===== src/rtl/ovsd_pkg.sv =====
// ----------------------------------------------------------------------------
// ovsd_pkg
// Shared widths, constants and types of the overlay scale-delta calculator.
// ----------------------------------------------------------------------------
package ovsd_pkg;

    localparam int WIDTH_W    = 12;
    localparam int SHRINK_W   = 28;
    localparam int ZOOM_W     = 18;

    // Both aligned widths are multiples of four, so the quotient is formed
    // from the widths with their low two bits dropped.
    localparam int DIV_W      = WIDTH_W - 2;
    localparam int FRAC_W     = 16;
    localparam int NUM_W      = DIV_W + FRAC_W;
    localparam int DIV_BITS   = 2;
    localparam int DIV_STAGES = NUM_W / DIV_BITS;

    // Only bits 17..16 of step * destination are examined.
    localparam int CHK_W      = FRAC_W + 2;

    localparam logic [WIDTH_W-1:0]  ALIGN_MASK  = 12'hffc;
    localparam logic [SHRINK_W-1:0] UNITY_STEP  = 28'h001_0000;
    localparam logic [SHRINK_W-1:0] SHRINK_MASK = 28'hfff_fff0;
    localparam logic [SHRINK_W-1:0] ZOOM_MASK   = 28'h001_fff0;
    localparam logic [SHRINK_W-1:0] ROUND_ADD   = 28'h000_000f;
    localparam logic [SHRINK_W-1:0] STEP_INC    = 28'h000_0010;
    localparam logic [ZOOM_W-1:0]   ZOOM_MAX    = 18'h2_0000;

    // Per-request information that travels beside the quotient.
    typedef struct packed {
        logic [WIDTH_W-1:0] src_aligned;
        logic [WIDTH_W-1:0] dst_aligned;
        logic               shrinking;
        logic               div_err;
    } t_side;

endpackage


===== src/rtl/ovsd_div.sv =====
// ----------------------------------------------------------------------------
// ovsd_div
// Pipelined restoring divider, DIV_BITS quotient bits per register stage.
// ----------------------------------------------------------------------------
module ovsd_div (
    input  logic                       i_clk,
    input  logic                       i_rst_n,
    input  logic                       i_vld,
    input  logic [ovsd_pkg::NUM_W-1:0] i_num,
    input  logic [ovsd_pkg::DIV_W-1:0] i_dvs,
    input  ovsd_pkg::t_side            i_side,
    output logic                       o_vld,
    output logic [ovsd_pkg::NUM_W-1:0] o_quo,
    output ovsd_pkg::t_side            o_side
);
    import ovsd_pkg::*;

    logic             r_vld  [DIV_STAGES];
    logic [DIV_W-1:0] r_rem  [DIV_STAGES];
    logic [NUM_W-1:0] r_nq   [DIV_STAGES];
    logic [DIV_W-1:0] r_dvs  [DIV_STAGES];
    t_side            r_side [DIV_STAGES];

    for (genvar s = 0; s < DIV_STAGES; s++) begin : g_stage
        logic             vld_in;
        logic [DIV_W-1:0] rem_in;
        logic [NUM_W-1:0] nq_in;
        logic [DIV_W-1:0] dvs_in;
        t_side            side_in;
        logic [DIV_W-1:0] n_rem;
        logic [NUM_W-1:0] n_nq;

        if (s == 0) begin : g_first
            assign vld_in  = i_vld;
            assign rem_in  = '0;
            assign nq_in   = i_num;
            assign dvs_in  = i_dvs;
            assign side_in = i_side;
        end else begin : g_next
            assign vld_in  = r_vld[s-1];
            assign rem_in  = r_rem[s-1];
            assign nq_in   = r_nq[s-1];
            assign dvs_in  = r_dvs[s-1];
            assign side_in = r_side[s-1];
        end

        // The numerator shifts out at the top while quotient bits enter at
        // the bottom of the same register.
        always_comb begin : stage_logic
            logic [DIV_W:0] trial;
            n_rem = rem_in;
            n_nq  = nq_in;
            trial = '0;
            for (int b = 0; b < DIV_BITS; b++) begin
                trial = {n_rem, n_nq[NUM_W-1]};
                n_nq  = {n_nq[NUM_W-2:0], 1'b0};
                if (trial >= {1'b0, dvs_in}) begin
                    n_rem   = DIV_W'(trial - {1'b0, dvs_in});
                    n_nq[0] = 1'b1;
                end else begin
                    n_rem = trial[DIV_W-1:0];
                end
            end
        end

        always_ff @(posedge i_clk) begin
            if (!i_rst_n) begin
                r_vld[s] <= 1'b0;
            end else begin
                r_vld[s] <= vld_in;
            end
        end

        always_ff @(posedge i_clk) begin
            r_rem[s]  <= n_rem;
            r_nq[s]   <= n_nq;
            r_dvs[s]  <= dvs_in;
            r_side[s] <= side_in;
        end
    end

    assign o_vld  = r_vld[DIV_STAGES-1];
    assign o_quo  = r_nq[DIV_STAGES-1];
    assign o_side = r_side[DIV_STAGES-1];

endmodule


===== src/rtl/overlay_scale_delta_calc.sv =====
// ----------------------------------------------------------------------------
// overlay_scale_delta_calc
// Horizontal shrink and zoom step calculator for an overlay scaler.
// ----------------------------------------------------------------------------
// A request is a source width and a displayed width, taken at a rising edge
// where start is high and busy is low. busy stays low at all times, so one
// request can be accepted every clock cycle.
// Each request yields one result: both widths with their low two bits
// cleared, the shrink step in 12.16 and the zoom step in 2.16 fixed point,
// and a flag for a zero aligned destination (both steps are then unity).
// The result is on the o_ ports for exactly one cycle, marked by o_done.
// Results leave in request order.
// The pipeline is 13 divider stages that resolve two
// quotient bits each, followed by a rounding stage, a check-product stage
// and the output register.
// The receiver cannot hold results off, so nothing in the pipeline stalls.
// A synchronous reset drops every request in flight; no result follows for
// requests accepted before reset.
// ----------------------------------------------------------------------------
module overlay_scale_delta_calc (
    input  logic                            i_clk,
    input  logic                            i_rst_n,
    input  logic                            start,
    output logic                            busy,
    input  logic [ovsd_pkg::WIDTH_W-1:0]    i_source_width,
    input  logic [ovsd_pkg::WIDTH_W-1:0]    i_target_width,
    output logic                            o_done,
    output logic [ovsd_pkg::WIDTH_W-1:0]    o_source_width_aligned,
    output logic [ovsd_pkg::WIDTH_W-1:0]    o_target_width_aligned,
    output logic [ovsd_pkg::SHRINK_W-1:0]   o_shrink_step,
    output logic [ovsd_pkg::ZOOM_W-1:0]     o_zoom_step,
    output logic                            o_divide_error
);
    import ovsd_pkg::*;

    logic                req_acc;
    t_side               in_side;
    logic [WIDTH_W-1:0]  src_al;
    logic [WIDTH_W-1:0]  dst_al;

    logic                div_vld;
    logic [NUM_W-1:0]    div_quo;
    t_side               div_side;

    logic                r_s1_vld;
    logic [SHRINK_W-1:0] r_s1_step;
    t_side               r_s1_side;
    logic [SHRINK_W-1:0] n_s1_step;

    logic                r_s2_vld;
    logic [SHRINK_W-1:0] r_s2_step;
    logic                r_s2_chk;
    t_side               r_s2_side;
    logic [CHK_W-1:0]    n_s2_prod;

    logic [SHRINK_W-1:0] n_s3_step;
    logic [SHRINK_W-1:0] n_s3_shrink;
    logic [SHRINK_W-1:0] n_s3_zoom;

    logic                r_done;
    logic [WIDTH_W-1:0]  r_src_al;
    logic [WIDTH_W-1:0]  r_dst_al;
    logic [SHRINK_W-1:0] r_shrink;
    logic [ZOOM_W-1:0]   r_zoom;
    logic                r_err;

    assign busy    = 1'b0;
    assign req_acc = start && !busy;

    // The shrink/zoom decision uses the widths before alignment.
    assign src_al = i_source_width & ALIGN_MASK;
    assign dst_al = i_target_width & ALIGN_MASK;

    always_comb begin
        in_side.src_aligned = src_al;
        in_side.dst_aligned = dst_al;
        in_side.shrinking   = (i_source_width >= i_target_width);
        in_side.div_err     = (dst_al == '0);
    end

    ovsd_div u_div (
        .i_clk   (i_clk),
        .i_rst_n (i_rst_n),
        .i_vld   (req_acc),
        .i_num   ({src_al[WIDTH_W-1:2], {FRAC_W{1'b0}}}),
        .i_dvs   (dst_al[WIDTH_W-1:2]),
        .i_side  (in_side),
        .o_vld   (div_vld),
        .o_quo   (div_quo),
        .o_side  (div_side)
    );

    // Round the ratio up to a multiple of 16 and apply the branch mask.
    always_comb begin
        n_s1_step = (SHRINK_W'(div_quo) + ROUND_ADD)
                    & (div_side.shrinking ? SHRINK_MASK : ZOOM_MASK);
    end

    always_ff @(posedge i_clk) begin
        r_s1_step <= n_s1_step;
        r_s1_side <= div_side;
    end

    // Only bits 17..16 of the product matter, so the low bits suffice.
    assign n_s2_prod = CHK_W'(r_s1_step[CHK_W-1:0] * CHK_W'(r_s1_side.dst_aligned));

    always_ff @(posedge i_clk) begin
        r_s2_step <= r_s1_step;
        r_s2_chk  <= |n_s2_prod[CHK_W-1:FRAC_W];
        r_s2_side <= r_s1_side;
    end

    always_comb begin
        n_s3_step   = r_s2_step + (r_s2_chk ? STEP_INC : '0);
        n_s3_shrink = UNITY_STEP;
        n_s3_zoom   = UNITY_STEP;
        if (!r_s2_side.div_err) begin
            if (r_s2_side.shrinking) begin
                n_s3_shrink = n_s3_step;
            end else begin
                n_s3_zoom = n_s3_step;
            end
        end
    end

    always_ff @(posedge i_clk) begin
        r_src_al <= r_s2_side.src_aligned;
        r_dst_al <= r_s2_side.dst_aligned;
        r_shrink <= n_s3_shrink;
        r_zoom   <= n_s3_zoom[ZOOM_W-1:0];
        r_err    <= r_s2_side.div_err;
    end

    always_ff @(posedge i_clk) begin
        if (!i_rst_n) begin
            r_s1_vld <= 1'b0;
            r_s2_vld <= 1'b0;
            r_done   <= 1'b0;
        end else begin
            r_s1_vld <= div_vld;
            r_s2_vld <= r_s1_vld;
            r_done   <= r_s2_vld;
        end
    end

    assign o_done                 = r_done;
    assign o_source_width_aligned = r_src_al;
    assign o_target_width_aligned = r_dst_al;
    assign o_shrink_step          = r_shrink;
    assign o_zoom_step            = r_zoom;
    assign o_divide_error         = r_err;

    // The error flag must agree with the aligned destination it came with.
    a_err_matches_dst: assert property (@(posedge i_clk) disable iff (!i_rst_n)
        o_done |-> (o_divide_error == (o_target_width_aligned == '0)))
        else $error("divide_error does not match the aligned destination");

    a_err_unity: assert property (@(posedge i_clk) disable iff (!i_rst_n)
        o_done && o_divide_error |->
            (o_shrink_step == UNITY_STEP) && (o_zoom_step == UNITY_STEP[ZOOM_W-1:0]))
        else $error("error result without unity steps");

    a_one_unity: assert property (@(posedge i_clk) disable iff (!i_rst_n)
        o_done |-> (o_shrink_step == UNITY_STEP)
                || (o_zoom_step == UNITY_STEP[ZOOM_W-1:0]))
        else $error("neither step is unity");

    a_zoom_range: assert property (@(posedge i_clk) disable iff (!i_rst_n)
        o_done |-> (o_zoom_step <= ZOOM_MAX))
        else $error("zoom step out of range");

endmodule

===== config.mk =====
export PLATFORM = sky130hd
export DESIGN_NAME = overlay_scale_delta_calc
export DESIGN_NICKNAME = d
export VERILOG_FILES = /design/src/rtl/ovsd_pkg.sv /design/src/rtl/ovsd_div.sv /design/src/rtl/overlay_scale_delta_calc.sv
export SDC_FILE = /design/constraint.sdc
export NUM_CORES = 1
export LEC_CHECK = 0
export BUFFER_PORTS_ARGS = -buffer_cell sky130_fd_sc_hd__clkbuf_2
export CAP_MARGIN = 5
export CORE_MARGIN = 2
export CORE_UTILIZATION = 63
export CTS_CLUSTER_DIAMETER = 120
export DETAILED_ROUTE_END_ITERATION = 12
export PLACE_DENSITY = 0.79
export REMOVE_ABC_BUFFERS = 1
export SYNTH_ARGS = -nofsm -noshare
export SYNTH_HDL_FRONTEND = slang
export SYNTH_HIERARCHICAL = 1
export SYNTH_SLANG_ARGS = --single-unit

===== constraint.sdc =====
create_clock -name i_clk -period 5.4 [get_ports i_clk]
set_input_delay 1.08 -clock i_clk [delete_from_list [all_inputs] [get_ports i_clk]]
set_output_delay 1.08 -clock i_clk [all_outputs]
set_load 0.1 [all_outputs]

Word level (Yosys, flattened, before mapping)
Memories as Yosys holds them, arrays and structs flattened. A register that Yosys moved wholly into a read port is not among the register bits.
Index checks and enable logic that the tools add are counted.
{"block": "word_totals", "inputBits": 27, "reg_bits": 182, "out_inout_bits": 73, "elab_cells": 168, "memories": 5, "ram_bits": 949}
{"name": "u_div.r_nq", "words": 13, "word_bits": 26, "rd": 13, "rd_clocked_by_memory_dff": 0, "wr": 13, "line": "ovsd_div.sv:20", "rtl": "logic [NUM_W-1:0] r_nq [DIV_STAGES];"}
{"name": "u_div.r_side", "words": 13, "word_bits": 26, "rd": 13, "rd_clocked_by_memory_dff": 0, "wr": 13, "line": "ovsd_div.sv:22", "rtl": "t_side r_side [DIV_STAGES];"}
{"name": "u_div.r_dvs", "words": 13, "word_bits": 10, "rd": 12, "rd_clocked_by_memory_dff": 0, "wr": 13, "line": "ovsd_div.sv:21", "rtl": "logic [DIV_W-1:0] r_dvs [DIV_STAGES];"}
{"name": "u_div.r_rem", "words": 13, "word_bits": 10, "rd": 12, "rd_clocked_by_memory_dff": 0, "wr": 13, "line": "ovsd_div.sv:19", "rtl": "logic [DIV_W-1:0] r_rem [DIV_STAGES];"}
{"name": "u_div.r_vld", "words": 13, "word_bits": 1, "rd": 13, "rd_clocked_by_memory_dff": 1, "wr": 13, "line": "ovsd_div.sv:18", "rtl": "logic r_vld [DIV_STAGES];"}
{"block": "op_classes", "reduce_logical": 5, "mux": 69, "bitwise_logic": 15, "addsub": 28, "multipliers": 1, "magnitude_cmp": 27}
{"cell": "$ge A11 B10 Y1", "n": 25}
{"cell": "$mux W10", "n": 26}
{"cell": "$sub A10 B10 Y10", "n": 25}
{"cell": "$mux W1", "n": 41}
{"cell": "$add A28 B5 Y28", "n": 1}
{"cell": "$and A27 B28 Y28", "n": 1}
{"cell": "$mux W28", "n": 1}
{"cell": "$add A26 B4 Y27 const B", "n": 1}
{"cell": "$mul A18 B12 Y18", "n": 1}
{"cell": "$or A1 B1 Y1", "n": 13}
{"cell": "$ge A12 B12 Y1", "n": 1}
{"cell": "$logic_not A12 Y1", "n": 1}
{"cell": "$ge A1 B10 Y1", "n": 1}
{"cell": "$sub A1 B10 Y10", "n": 1}
{"cell": "$reduce_or A2 Y1", "n": 3}
{"cell": "$mux W5", "n": 1}
{"cell": "$logic_not A1 Y1", "n": 1}
{"cell": "$not A1 Y1", "n": 1}

Logic depth before layout (Yosys ltp)
An unclocked memory read counts as a cell.
{"block": "depth", "word_depth": 5, "depth_mapped": 21, "ltp_nobuf": 19}

Hierarchy
The synthesis kept the hierarchy.
{"module": "ovsd_div", "cells_per_inst": 2755, "area_each_um2": 32068.3, "seq_area_each_um2": 18597.8, "n_inst": 1}
{"module": "overlay_scale_delta_calc", "cells_per_inst": 705, "area_each_um2": 7273.2, "seq_area_each_um2": 3303.2, "n_inst": 1}

Worst setup path after synthesis
Ideal clock, no wire load.
{"block": "synth_path", "path_type": "reg-to-reg", "start": "register r_s1_step[6]", "end": "register r_s2_chk", "arrival_ns": 4.781, "setup_time_ns": 0.117, "path_slack_ns": 0.502, "t_required_ns": 5.283, "path_buffers": 1, "synth_period_minus_slack_ns": 4.898, "stages_incl_launch_ff": 15, "path_cell_list": "dfxtp_1 > clkbuf_1 > nand2_1 > fa_1 > fa_1 > fa_1 > fa_1 > fa_1 > xor2_1 > xnor3_1 > xnor3_1 > xnor3_1 > xnor2_1 > nand2_1 > o22a_1"}
{"block": "synth_between", "elab_chain_cells": 2}
{"item": "start, declared", "line": "overlay_scale_delta_calc.sv:46", "rtl": "logic [SHRINK_W-1:0] r_s1_step;"}
{"item": "start signal, assigned", "line": "overlay_scale_delta_calc.sv:100", "rtl": "r_s1_step <= n_s1_step;"}
{"item": "$mul A18 B12 Y18", "line": "overlay_scale_delta_calc.sv:105", "rtl": "assign n_s2_prod = CHK_W'(r_s1_step[CHK_W-1:0] * CHK_W'(r_s1_side.dst_aligned));"}
{"item": "$reduce_or A2 Y1", "line": "overlay_scale_delta_calc.sv:109", "rtl": "r_s2_chk <= |n_s2_prod[CHK_W-1:FRAC_W];"}
{"item": "end signal, assigned", "line": "overlay_scale_delta_calc.sv:109"}
{"item": "end, declared", "line": "overlay_scale_delta_calc.sv:52", "rtl": "logic r_s2_chk;"}
No other way between the ends.
A chain may end at the register's enable or synchronous reset.

Final worst setup path
{"block": "layout_path", "start": "register r_s1_side[6] (netlist name)", "end": "register r_s2_chk"}
{"block": "layout_between", "elab_chain_cells": 2}
{"item": "start, declared", "line": "overlay_scale_delta_calc.sv:47", "rtl": "t_side r_s1_side;"}
{"item": "start signal, assigned", "line": "overlay_scale_delta_calc.sv:101", "rtl": "r_s1_side <= div_side;"}
{"item": "$mul A18 B12 Y18", "line": "overlay_scale_delta_calc.sv:105"}
{"item": "$reduce_or A2 Y1", "line": "overlay_scale_delta_calc.sv:109"}
No other way between the ends.

==> key figures <==
Outcome
  – Result of the run: finished clean

Timing
  – Endpoints failing hold: 0
  – Worst slew slack as a fraction of its limit: 0.349
  – RSZ-0062 raised after global routing: no
  – Shortest clock period the worst path allows after layout: between 5 and 6 ns
  – Slew of the pin with the lowest slew margin: just under 1 ns
  – Share of the cycle needed by the critical path after routing: 0.937
  – Maximum clock rate: just under 0.2 GHz
  – Number of pins exceeding their max-slew limit in the final report: 0
  – Worst-case setup margin in the final layout: 0.340 ns
  – Final Setup Violations: 0
  – Clock tree skew after final layout: 0.0493 ns
  – Setup Total Neg Slack: 0 ns

Placed design
  – Port Buf Inserts: 90
  – Detail Placement HPWL: just under 50 mm
  – Final weighted congestion in routability-driven placement: 0.872
  – Worst slack after detailed placement: between 0.3 and 0.4 ns

Global routing
  – Maximum number of pins on one net before global-route repair: 21
  – Global-route met3 utilization: 0.0327
  – Gr busiest metal: met2
  – Met1 global-route usage: 0.277
  – Via count of the first global-routing pass: approximately 24,000
  – First-pass GRT wire length: about 120 mm
  – GRT Util Overall: 0.230
  – Overflow after GRT: 0
  – Antenna violations before repair: 0
  – Met2 Usage GRT: 0.413

Yosys
  – Most instantiated library cell after synthesis: dfxtp_1
  – Share of flip-flops with an asynchronous set or reset after synthesis: 0
  – Cell types occupying the most area after synthesis: dfxtp_1, ha_1, fa_1
  – Number of unique standard cell types used by synthesis: 84
  – Post-Synth Adder-Cell Area: 0.135
  – XOR/XNOR Fraction of Synth Area: 0.0482
  – Cell area after synthesis: about 0.039 mm^2
  – Most frequent cells after synthesis: dfxtp_1, inv_1, ha_1, nand2_1, nor2_1
  – Proportion of synthesized area in mux cells: 0.0475
  – Dominant combinational cell family by area after synthesis: adder cells
  – Post-Synth Simple-Gate Area: 0.0857
  – Compound-cell area share of the yosys netlist: 0.0884
  – Post-synth EDFFs: 0
  – Number of register bits inferred by synthesis: 1,094
  – Syn Inst Count: ~3,500
  – Sequential area share after synthesis: 0.557
  – Area share of the largest cell type after synthesis: 0.557
  – Mean instance size in the synthesized netlist: around 11 um^2
  – Synth warnings: 6
  – Largest area contributor in the netlist: dfxtp_1
  – Dominant synthesized flop cell: dfxtp_1

Critical path
  – Crit-path max FO: 11
  – R2r endpoint: r_s2_chk
  – Worst path arrival time: about 5.6 ns
  – Depth of the most critical reg-to-reg path: 13
  – Worst setup EP type: flop
  – Type of origin of the critical path: flop
  – Destination of the critical timing path: r_s2_chk
  – Critical register-to-register path startpoint: r_s1_side[6]
  – Startpoint of the most critical setup path: r_s1_side[6]
  – Data required time at the worst endpoint: about 6 ns
  – Register-to-Register Setup Slack: 0.34 ns
  – Start-to-end type of the worst setup path: reg -> reg

Floorplanning
  – Initial standard-cell utilization of the core: 0.638
  – Y dimension of the die: 254 um
  – Die area: 0.0645 mm^2
  – Chip Width: around 250 um
  – Boundary Pins: 100
  – Core Area: between 0.06 and 0.07 mm^2
  – Number of rows in the core area: 91

Drt
  – DRC viols: 0
  – Mean number of vias per cell: just over 5
  – Detailed-route wire length: 73.1 mm
  – WL per Instance: roughly 16 um
  – Vias post-DR: around 24,000
  – Remaining number of nets flagged by the antenna check after routing: 0
  – Iteration-0 DRC Markers: 1,248
  – Number of optimization iterations in the first detailed-route pass: 5

Clock network
  – Resize count post-CTS: 0
  – Clock network latency to the later pin of the worst-skew pair: 0.69 ns
  – Clock root cell: clkbuf_16
  – Clock tree from TritonCTS: yes
  – Number of sinks handled by clock tree synthesis: 1,094
  – H-tree depth: 3
  – # hold bufs at CTS: 0
  – Post-CTS repair timing setup buffer count: 0
  – Number of buffers created by CTS: 100
  – Maximum clock path buffer count: 3
  – Post-CTS clock slew at the launch and capture registers of the worst setup and hold paths: ~0.070 ns

Min path
  – Worst hold path type: reg -> reg

Finish
  – Signed area change from the synthesized netlist to the final layout: 13.2%
  – Diodes inserted: 0
  – Fill cells: approximately 4,200
  – Share of post-route cells with drive strength above 1: 0.106
  – Final-stage net count: 4,059

Flow run
  – MaxCap Viol Count: 0
[layout by cell type (no fill, tap or decap), types with 14 or more instances in the layout]
cell,instances
a211oi_1,15
a21o_1,51
a21oi_1,156
and2_1,61
buf_4,26
clkbuf_16,100
clkbuf_2,90
clkbuf_8,14
clkinvlp_4,16
conb_1,29
dfxtp_1,1094
fa_1,82
ha_1,293
inv_1,335
mux2_1,54
mux2_2,64
mux2_4,14
mux2i_1,33
nand2_1,206
nand2b_1,41
nand3_1,45
nand4_1,36
nor2_1,167
nor2b_1,47
nor3_1,35
o21a_1,36
o21ai_0,103
o21ai_1,34
o21bai_1,26
o31ai_1,14
xnor2_1,150
xor2_1,56
[per-stage QoR]
| stage | utilization | cell area [um^2] | hold WS, ns | instances |
|---|---|---|---|---|
| floorplan | - | 39200 | 0.310 | 3439 |
| global placement | 0.663 | 40900 | 0.310 | 4392 |
| detailed placement | 0.663 | 40900 | 0.312 | 4392 |
| CTS | 0.721 | 44500 | 0.277 | 4580 |
| global route | 0.721 | 44500 | 0.283 | 4580 |
| finish | 0.721 | 44500 | 0.282 | 4580 |
[critical path: stages (launching register included)]
cell and delay (ns):
dfxtp_1 0.54, nand2_1 0.13, fa_1 0.49, fa_1 0.57, fa_1 0.46, fa_1 0.52, fa_1 0.45, xor2_1 0.20
xnor3_1 0.34, xnor3_1 0.39, xnor3_1 0.46, xnor2_1 0.15, nand2_1 0.07, o22a_1 0.16
[logic make-up (layout without fill, tap and decap cells)]
group | Yosys count | after routing
other | 1 | 29
XOR/XNOR | 210 | 210
flip-flops | 1094 | 1094
adder cells (fa/ha/maj) | 375 | 375
multiplexers | 165 | 165
AO/OA/AOI/OAI | 536 | 536
buffers and inverters | 385 | 640
AND/OR/NAND/NOR | 694 | 694
[per-layer routing]
| layer | wire length (um) | vias up |
|---|---|---|
| li1 | - | 11900 |
| met1 | 31400 | 11200 |
| met2 | 36600 | 490 |
| met3 | 2740 | 156 |
| met4 | 2360 | 0 |
| met5 | 0 | - |
[sequential cells by signal, indices dropped and copies added, names as in the netlist, 14 cells and up]
| name | count |
|---|---|
| o_shrink_step | 24 |
| u_div/r_side | 338 |
| r_s1_side | 26 |
| r_s2_side | 26 |
| u_div/r_dvs | 120 |
| r_s2_step | 23 |
| u_div/r_rem | 120 |
| u_div/r_nq | 338 |
| r_s1_step | 23 |
| o_zoom_step | 14 |
[layout make-up]
class | instances | area, um^2 | share of cell area
Clock buffer | 124 | 2730 | 0.0614
Sequential cell | 1094 | 21900 | 0.492
Tap cell | 837 | 1050 | 0.0235
Timing Repair Buffer | 116 | 646 | 0.0145
Clock inverter | 64 | 900 | 0.0202
Multi-Input combinational cell | 2009 | 16000 | 0.360
Inverter | 336 | 1260 | 0.0283
[worst min-delay path by stage]
stage / startpoint / end / slack, ns / cells after the start
after global routing: u_div/r_nq[0][105] / u_div/r_nq[0][133] / 0.28 / 0
after CTS: u_div/r_nq[0][105] / u_div/r_nq[0][133] / 0.28 / 0
after floorplan: r_s2_side[14] / o_source_width_aligned[0] / 0.31 / 0
final: u_div/r_nq[1][60] / u_div/r_nq[1][88] / 0.28 / 0
after global placement: u_div/r_nq[0][88] / u_div/r_nq[0][116] / 0.31 / 0
after detailed placement: r_s2_side[24] / o_source_width_aligned[10] / 0.31 / 0
Power is left out: the tool's default activity adds up to more than one toggle a clock period on the data nets, which glitch-free logic cannot reach.
